**src/hw/rtl/overbright_pixel_gain_clamp_macros.svh**
```systemverilog
// Assertion macros shared by the overbright pixel gain clamp RTL.
`ifndef OVERBRIGHT_PIXEL_GAIN_CLAMP_MACROS_SVH
`define OVERBRIGHT_PIXEL_GAIN_CLAMP_MACROS_SVH

`ifndef SYNTHESIS

// Same-cycle implication, checked on every rising clock edge outside reset.
`define OPGC_ASSERT_SAME(lbl, clk, rst_n, ante, cons) \
	lbl: assert property (@(posedge clk) disable iff (!rst_n) (ante) |-> (cons)) \
		else $error("assertion failed");

// Next-cycle implication, checked on every rising clock edge outside reset.
`define OPGC_ASSERT_NEXT(lbl, clk, rst_n, ante, cons) \
	lbl: assert property (@(posedge clk) disable iff (!rst_n) (ante) |=> (cons)) \
		else $error("assertion failed");

`else

`define OPGC_ASSERT_SAME(lbl, clk, rst_n, ante, cons)
`define OPGC_ASSERT_NEXT(lbl, clk, rst_n, ante, cons)

`endif

`endif

```
**src/hw/rtl/opgc_pkg.sv**
```systemverilog
// Types, constants and the divider step of the overbright pixel gain clamp.
package opgc_pkg;

	localparam int CHAN_W  = 8;
	localparam int GAIN_W  = 12;
	localparam int PROD_W  = CHAN_W + GAIN_W;
	localparam int NUM_CH  = 3;

	// Channel slots inside the pipeline.
	localparam int CH_RED   = 0;
	localparam int CH_GREEN = 1;
	localparam int CH_BLUE  = 2;

	// Register indexes of the configuration port.
	localparam logic REG_OVERBRIGHT_ON = 1'b0;
	localparam logic REG_GAIN_Q4_8     = 1'b1;

	localparam logic [GAIN_W-1:0] GAIN_RESET = 12'd256;

	// 255.0 in Q.8: a product above this overflows the channel.
	localparam logic [PROD_W-1:0] FULL_SCALE_Q8 = 20'd65280;

	localparam logic [CHAN_W-1:0] CHAN_MAX = 8'hFF;

	// One divider lane: partial remainder, numerator bits still to shift in,
	// and the quotient built so far.
	typedef struct packed {
		logic [CHAN_W-1:0] rem;
		logic [CHAN_W-1:0] lo;
		logic [CHAN_W-1:0] quo;
	} div_lane_t;

	// Everything a divider stage carries for one pixel.
	typedef struct packed {
		logic                           over;
		logic [CHAN_W-1:0]              maxc;
		div_lane_t [NUM_CH-1:0]         lane;
		logic [NUM_CH-1:0][CHAN_W-1:0]  trunc;
	} div_stage_t;

	// Two restoring-division steps on every lane: 255*c / max.
	function automatic div_stage_t div_step2(input div_stage_t d);
		div_stage_t r;
		logic [CHAN_W:0] part;
		r = d;
		for (int ch = 0; ch < NUM_CH; ch++) begin
			for (int k = 0; k < 2; k++) begin
				part = {r.lane[ch].rem, r.lane[ch].lo[CHAN_W-1]};
				r.lane[ch].lo = {r.lane[ch].lo[CHAN_W-2:0], 1'b0};
				if (part >= {1'b0, r.maxc}) begin
					r.lane[ch].rem = CHAN_W'(part - {1'b0, r.maxc});
					r.lane[ch].quo = {r.lane[ch].quo[CHAN_W-2:0], 1'b1};
				end else begin
					r.lane[ch].rem = part[CHAN_W-1:0];
					r.lane[ch].quo = {r.lane[ch].quo[CHAN_W-2:0], 1'b0};
				end
			end
		end
		return r;
	endfunction

endpackage

```
**src/hw/rtl/overbright_pixel_gain_clamp.sv**
```systemverilog
// Overbright pixel gain clamp: seven-stage pipeline.
// The block takes a pixel as blue, green and red bytes and returns it as red,
// green, blue. With overbright on, every channel is multiplied by the Q4.8
// gain; if any product goes above 255.0 the pixel is instead scaled to
// floor(255*c/max) so the hue is kept, otherwise each product is truncated.
// With overbright off the channels are only reordered. The pipeline takes one
// pixel per clock unless the output stalls; the edge that accepts a pixel loads
// the first stage, and its result passes stages two to seven on to out_valid.
// The first stage holds the three gain multipliers, the second the overflow
// test and channel maximum, four stages form the divider at two quotient bits
// each, and the last stage picks the result. Each stage stalls on its own, so
// bubbles close up while the output waits. Configuration is taken at once and
// should be written only while the pipeline is empty.
`include "overbright_pixel_gain_clamp_macros.svh"

module overbright_pixel_gain_clamp (
	input  logic                           clk,
	input  logic                           arst_n,
	// Configuration write port
	input  logic                           cfg_we,
	input  logic                           cfg_index,
	input  logic [opgc_pkg::GAIN_W-1:0]    cfg_wdata,
	// Input pixel channel
	input  logic                           in_valid,
	output logic                           in_ready,
	input  logic [opgc_pkg::CHAN_W-1:0]    in_blue,
	input  logic [opgc_pkg::CHAN_W-1:0]    in_green,
	input  logic [opgc_pkg::CHAN_W-1:0]    in_red,
	// Output pixel channel
	output logic                           out_valid,
	input  logic                           out_ready,
	output logic [opgc_pkg::CHAN_W-1:0]    out_red,
	output logic [opgc_pkg::CHAN_W-1:0]    out_green,
	output logic [opgc_pkg::CHAN_W-1:0]    out_blue
);

	// Configuration registers.
	logic                          overbright_on_q;
	logic [opgc_pkg::GAIN_W-1:0]   gain_q;

	// Stage valid bits and per-stage advance enables.
	logic v_s1, v_s2, v_s3, v_s4, v_s5, v_s6, v_s7;
	logic en_s1, en_s2, en_s3, en_s4, en_s5, en_s6, en_s7;

	// Stage payloads.
	logic [opgc_pkg::NUM_CH-1:0][opgc_pkg::CHAN_W-1:0] chan_s1;
	logic [opgc_pkg::NUM_CH-1:0][opgc_pkg::PROD_W-1:0] prod_s1;
	logic                                              on_s1;
	opgc_pkg::div_stage_t div_s2, div_s3, div_s4, div_s5, div_s6;
	logic [opgc_pkg::NUM_CH-1:0][opgc_pkg::CHAN_W-1:0] pix_s7;

	// Combinational stage inputs.
	logic [opgc_pkg::NUM_CH-1:0][opgc_pkg::CHAN_W-1:0] chan_d;
	logic [opgc_pkg::NUM_CH-1:0][opgc_pkg::PROD_W-1:0] prod_d;
	opgc_pkg::div_stage_t                              div_d;
	logic [opgc_pkg::CHAN_W-1:0]                       max_rg;
	logic [2*opgc_pkg::CHAN_W-1:0]                     numer;
	logic [opgc_pkg::NUM_CH-1:0][opgc_pkg::CHAN_W-1:0] pix_d;

	// Configuration writes.
	always_ff @(posedge clk or negedge arst_n) begin
		if (!arst_n) begin
			overbright_on_q <= 1'b0;
			gain_q          <= opgc_pkg::GAIN_RESET;
		end else if (cfg_we) begin
			case (cfg_index)
				opgc_pkg::REG_OVERBRIGHT_ON: overbright_on_q <= cfg_wdata[0];
				opgc_pkg::REG_GAIN_Q4_8:     gain_q          <= cfg_wdata;
				default: ;
			endcase
		end
	end

	// A stage advances when it is empty or the next one advances.
	assign en_s7    = !v_s7 || out_ready;
	assign en_s6    = !v_s6 || en_s7;
	assign en_s5    = !v_s5 || en_s6;
	assign en_s4    = !v_s4 || en_s5;
	assign en_s3    = !v_s3 || en_s4;
	assign en_s2    = !v_s2 || en_s3;
	assign en_s1    = !v_s1 || en_s2;
	assign in_ready = en_s1;

	always_ff @(posedge clk or negedge arst_n) begin
		if (!arst_n) begin
			v_s1 <= 1'b0;
			v_s2 <= 1'b0;
			v_s3 <= 1'b0;
			v_s4 <= 1'b0;
			v_s5 <= 1'b0;
			v_s6 <= 1'b0;
			v_s7 <= 1'b0;
		end else begin
			if (en_s1) v_s1 <= in_valid;
			if (en_s2) v_s2 <= v_s1;
			if (en_s3) v_s3 <= v_s2;
			if (en_s4) v_s4 <= v_s3;
			if (en_s5) v_s5 <= v_s4;
			if (en_s6) v_s6 <= v_s5;
			if (en_s7) v_s7 <= v_s6;
		end
	end

	// Stage 1: reorder channels and multiply each by the gain.
	always_comb begin
		chan_d[opgc_pkg::CH_RED]   = in_red;
		chan_d[opgc_pkg::CH_GREEN] = in_green;
		chan_d[opgc_pkg::CH_BLUE]  = in_blue;
		for (int ch = 0; ch < opgc_pkg::NUM_CH; ch++) begin
			prod_d[ch] = opgc_pkg::PROD_W'(chan_d[ch]) * opgc_pkg::PROD_W'(gain_q);
		end
	end

	always_ff @(posedge clk) begin
		if (en_s1 && in_valid) begin
			chan_s1 <= chan_d;
			prod_s1 <= prod_d;
			on_s1   <= overbright_on_q;
		end
	end

	// Stage 2: overflow test, channel maximum, and divider set-up.
	always_comb begin
		max_rg = (chan_s1[opgc_pkg::CH_RED] > chan_s1[opgc_pkg::CH_GREEN]) ?
			chan_s1[opgc_pkg::CH_RED] : chan_s1[opgc_pkg::CH_GREEN];
		div_d.maxc = (chan_s1[opgc_pkg::CH_BLUE] > max_rg) ?
			chan_s1[opgc_pkg::CH_BLUE] : max_rg;
		div_d.over = on_s1 && ((prod_s1[opgc_pkg::CH_RED]   > opgc_pkg::FULL_SCALE_Q8) ||
		                       (prod_s1[opgc_pkg::CH_GREEN] > opgc_pkg::FULL_SCALE_Q8) ||
		                       (prod_s1[opgc_pkg::CH_BLUE]  > opgc_pkg::FULL_SCALE_Q8));
		numer = '0;
		for (int ch = 0; ch < opgc_pkg::NUM_CH; ch++) begin
			// 255*c as c*256 - c; the high byte is below max, so it seeds the remainder.
			numer = {chan_s1[ch], {opgc_pkg::CHAN_W{1'b0}}} -
				(2*opgc_pkg::CHAN_W)'(chan_s1[ch]);
			div_d.lane[ch].rem = numer[2*opgc_pkg::CHAN_W-1:opgc_pkg::CHAN_W];
			div_d.lane[ch].lo  = numer[opgc_pkg::CHAN_W-1:0];
			div_d.lane[ch].quo = '0;
			div_d.trunc[ch]    = on_s1 ?
				prod_s1[ch][2*opgc_pkg::CHAN_W-1:opgc_pkg::CHAN_W] : chan_s1[ch];
		end
	end

	always_ff @(posedge clk) begin
		if (en_s2 && v_s1) div_s2 <= div_d;
	end

	// Stages 3 to 6: restoring divider, two quotient bits per stage.
	always_ff @(posedge clk) begin
		if (en_s3 && v_s2) div_s3 <= opgc_pkg::div_step2(div_s2);
		if (en_s4 && v_s3) div_s4 <= opgc_pkg::div_step2(div_s3);
		if (en_s5 && v_s4) div_s5 <= opgc_pkg::div_step2(div_s4);
		if (en_s6 && v_s5) div_s6 <= opgc_pkg::div_step2(div_s5);
	end

	// Stage 7: pick the hue-preserving quotient or the truncated product.
	always_comb begin
		for (int ch = 0; ch < opgc_pkg::NUM_CH; ch++) begin
			pix_d[ch] = div_s6.over ? div_s6.lane[ch].quo : div_s6.trunc[ch];
		end
	end

	always_ff @(posedge clk) begin
		if (en_s7 && v_s6) pix_s7 <= pix_d;
	end

	assign out_valid = v_s7;
	assign out_red   = pix_s7[opgc_pkg::CH_RED];
	assign out_green = pix_s7[opgc_pkg::CH_GREEN];
	assign out_blue  = pix_s7[opgc_pkg::CH_BLUE];

	// An accepted item always lands in the first stage.
	`OPGC_ASSERT_NEXT(a_accept_fills_s1, clk, arst_n, in_valid && in_ready, v_s1)

	// Overflow needs a nonzero maximum, so the divider never divides by zero.
	`OPGC_ASSERT_SAME(a_over_max_nonzero, clk, arst_n, v_s2 && div_s2.over, div_s2.maxc != '0)

	// Partial remainders stay below the divisor.
	`OPGC_ASSERT_SAME(a_rem_below_max, clk, arst_n, v_s4 && div_s4.over, (div_s4.lane[0].rem < div_s4.maxc) && (div_s4.lane[1].rem < div_s4.maxc) && (div_s4.lane[2].rem < div_s4.maxc))

	// After clamping, the brightest channel reaches full scale.
	`OPGC_ASSERT_SAME(a_clamp_full_scale, clk, arst_n, v_s6 && div_s6.over, (div_s6.lane[0].quo == opgc_pkg::CHAN_MAX) || (div_s6.lane[1].quo == opgc_pkg::CHAN_MAX) || (div_s6.lane[2].quo == opgc_pkg::CHAN_MAX))

endmodule
```
**config.mk**
```make
export PLATFORM = sky130hd
export DESIGN_NAME = overbright_pixel_gain_clamp
export DESIGN_NICKNAME = d
export VERILOG_FILES = /design/src/hw/rtl/opgc_pkg.sv /design/src/hw/rtl/overbright_pixel_gain_clamp.sv
export VERILOG_INCLUDE_DIRS = /design/src /design/src/hw/rtl
export SDC_FILE = /design/constraint.sdc
export NUM_CORES = 2
export LEC_CHECK = 0
export ABC_CLOCK_PERIOD_IN_PS = 11500
export BUFFER_PORTS_ARGS = -buffer_cell sky130_fd_sc_hd__buf_2
export CORE_ASPECT_RATIO = 0.75
export CORE_MARGIN = 2
export CORE_UTILIZATION = 40
export CTS_CLUSTER_SIZE = 10
export DETAILED_ROUTE_END_ITERATION = 12
export GPL_ROUTABILITY_DRIVEN = 0
export SLEW_MARGIN = 10
export SYNTH_ARGS = -nofsm -noshare
export SYNTH_HDL_FRONTEND = slang
export SYNTH_SLANG_ARGS = --single-unit
```
**constraint.sdc**
```tcl
create_clock -name clk -period 11.5 [get_ports clk]
set_input_delay 2.3 -clock clk [delete_from_list [all_inputs] [get_ports clk]]
set_output_delay 2.3 -clock clk [all_outputs]
set_load 0.02 [all_outputs]
```
==> impl_results.md <==
- Max Freq: 149 MHz
- Async set-reset flop share out of synthesis: 3.98%
- R2R Setup Slk: 5.77 ns
- Post-CTS Repair Setup Buffers: 0
- Leakage power: 16.3 nW
- Arr. time, crit path: 7.10 ns
- Top_reg_cell synth: edfxtp_1
- Worst Hold Class: reg -> reg
- Syn_area_per_cell: 11.4 µm²
- Area growth syn-to-layout: 9.88%
- Crit path time final: 6.73 ns
- Critical Path Fanout Max: 13
- CTS buffer count: 59
- Remaining Overflow, GRT: 0
- Num rows: 94
- Yosys reg bits: 502
- H-Tree Level Count: 2
- Remaining DRCs: 0
- Core box area: 87,500 µm²
- Global-route wire length before repair: 125,000 µm
- Setup crit end kind: flip-flop
- # port buffers: 67
- Drt via density: 5.11
- Initial DRC Count: 1,730
- Status: complete, no violations
- Max_slew headroom: 29.0%
- R2r endpoint: prod_s1[58]
- Slew @ Worst Pin: 1.06 ns
- Antenna violations before repair: 1
- Reg clk slew, reported paths: 0.06 ns
- Clock latency on the worst-skew pair: 0.64 ns
- Crit Path Category: in -> reg
- Maximum root-to-sink buffer count: 3
- Reg2reg start: gain_q[3]
- Die Height: 261 µm
- Hold Fails Final Rpt: 0
- Slew Viols, Final: 0
- Remaining antenna violation count after routing: 0
- Ant diodes: 0
- Final hold slack: 0.391 ns
- Hold_buf cts: 0
- Number of global-route vias before repair: 21,400
- Max-cap check violation count: 0
- Overall Power: 12.6 mW
- Clock skew: 0.0306 ns
- Drt pass-1 iters: 8
- Critical Path RT: 11.87 ns
- Clk root buf: clkbuf_16
- Synth Net Count: 3,663
- Die width: 347 µm
- Layout Nets: 3,744
- Vias: 22,300
- Clock Sinks: 502
- Ranking of synthesized cells by area: edfxtp_1, ha_1, fa_1
- Worst r2r path cells: 17
- End of the critical path: prod_s1[58]
- Mapped Cells: 3,089
- Origin of the worst setup path: in_blue[7]
- Setup violators final: 0
- Sequential-to-total area share from yosys stat: 42.4%
- Wirelength per Cell: 18.4 µm
- Pwr/cell area: 325 nW/µm²
- Ports: 68
- Synth warn: 0
- DP Wirelength: 61,500 µm
- Die area: 90,600 µm²
- Final worst path period share: 58.5%
- Mapped cell area: 35,300 µm²
- Top-count cell post-synth: edfxtp_1
- Final core occ: 44.3%
- Post-synth top cells: edfxtp_1, inv_1, ha_1
- Min-delay src: div_s3[23]
- Synth cell types: 80
- RSZ-0062 raised after global routing: false
- Peak supply drop: 182 µV
- CTS resizes: 0
- Post-synth top area share: 41.0%
- Largest net degree at the start of global routing: 82
- Initial Utilization: 40.3%
- CTS tree: yes
- Share of layout cells above drive strength 1: 10.3%
- Number of synthesized flops with an enable pin: 482
- Tot GR Track Use: 17.7%
- Worst Setup Start Kind: input port
- Area leader, netlist: edfxtp_1
- Final TNS setup: 0 ns
- Final wirelength: 80,400 µm
==> final cells by class <==
type | count | area, µm²
inverters | 387 | 1450
fillers | 8138 | 48700
clock inverters | 13 | 161
well taps | 1152 | 1440
repair buffers | 93 | 531
multi-input cells | 2127 | 18600
clock buffers | 86 | 1600
flip-flops and latches | 502 | 15000
==> registers in the layout, indices dropped and copies added (netlist names), 12 cells and up <==
register,count
div_s3,81
div_s4,81
prod_s1,60
chan_s1,24
gain_q,12
div_s5,81
div_s2,81
div_s6,49
==> routing by layer <==
metal  global-route usage, %  routed length [µm]
met1                    27.9               41400
met2                    25.3               32700
met3                    3.08                5040
met4                    3.51                1250
met5                       0                   0
==> how the worst min path moves through the flow <==
stage | slack [ns] | depth (start not counted) | endpoint
global route | 0.39 | 0 | div_s4[23]
finish | 0.39 | 0 | div_s4[23]
CTS | 0.38 | 0 | div_s4[23]
global placement | 0.40 | 0 | div_s6[104]
floorplan | 0.40 | 0 | div_s3[0]
detailed placement | 0.40 | 0 | div_s3[1]
==> worst max-delay path: stages <==
cell and delay, ns:
buf_2 0.19, and2_1 0.21, fa_1 0.50, fa_1 0.53, fa_1 0.55, inv_1 0.06
fa_1 0.53, inv_1 0.04, ha_1 0.38, a21o_1 0.19, a221oi_1 0.29, o21ai_0 0.22
a211o_1 0.33, o41ai_1 0.40, o21bai_1 0.10, a21oi_1 0.18, xnor2_1 0.07
==> cells in the final DEF (no fill, tap or decap), types with 17 or more instances in the layout <==
master | synthesis | layout
fa_1 | 201 | 201
nor3_1 | 36 | 36
mux2i_1 | 23 | 23
o21a_1 | 36 | 36
nor2_1 | 138 | 138
nand4_1 | 26 | 26
nand2_1 | 168 | 168
o21bai_1 | 23 | 23
edfxtp_1 | 482 | 482
dfrtp_1 | 19 | 19
mux2_2 | 123 | 123
nand2b_1 | 17 | 17
a21o_1 | 54 | 54
and3_1 | 17 | 17
nor2b_1 | 34 | 32
buf_4 | 2 | 26
xor2_1 | 42 | 42
a211oi_1 | 17 | 17
clkbuf_16 | 0 | 59
clkbuf_1 | 66 | 25
ha_1 | 331 | 331
buf_2 | 3 | 67
nand3_1 | 37 | 37
o21ai_0 | 147 | 147
inv_1 | 387 | 387
xnor2_1 | 119 | 119
and2_1 | 249 | 245
a21oi_1 | 138 | 138
==> kinds of logic after synthesis <==
family	count (synthesis)	synth area share, %
xor gates and xnor gates	161	4.00
muxes	153	4.84
AOI/OAI and AO/OA	514	9.35
DFF	502	42.4
adders and majority gates	532	23.1
buffers and inverters	460	4.95
and+or+nand+nor	767	11.3
==> metrics by stage <==
stage | instance area (µm²) | worst slack, ns | instances
finish | 38800 | 4.77 | 4360
global route | 38800 | 4.46 | 4360
CTS | 38800 | 4.79 | 4360
detailed placement | 37000 | 4.13 | 4261
global placement | 37000 | 4.18 | 4261
floorplan | 35300 | 4.47 | 3089
==> where the power goes <==
part / switching [mW] / leakage, nW / internal (mW)
sequential: 0.318 / 4.92 / 3.04
combinational: 4.20 / 10.5 / 3.34
clock: 0.733 / 0.846 / 0.981
Note: power is estimated with default switching activity, not from simulation.
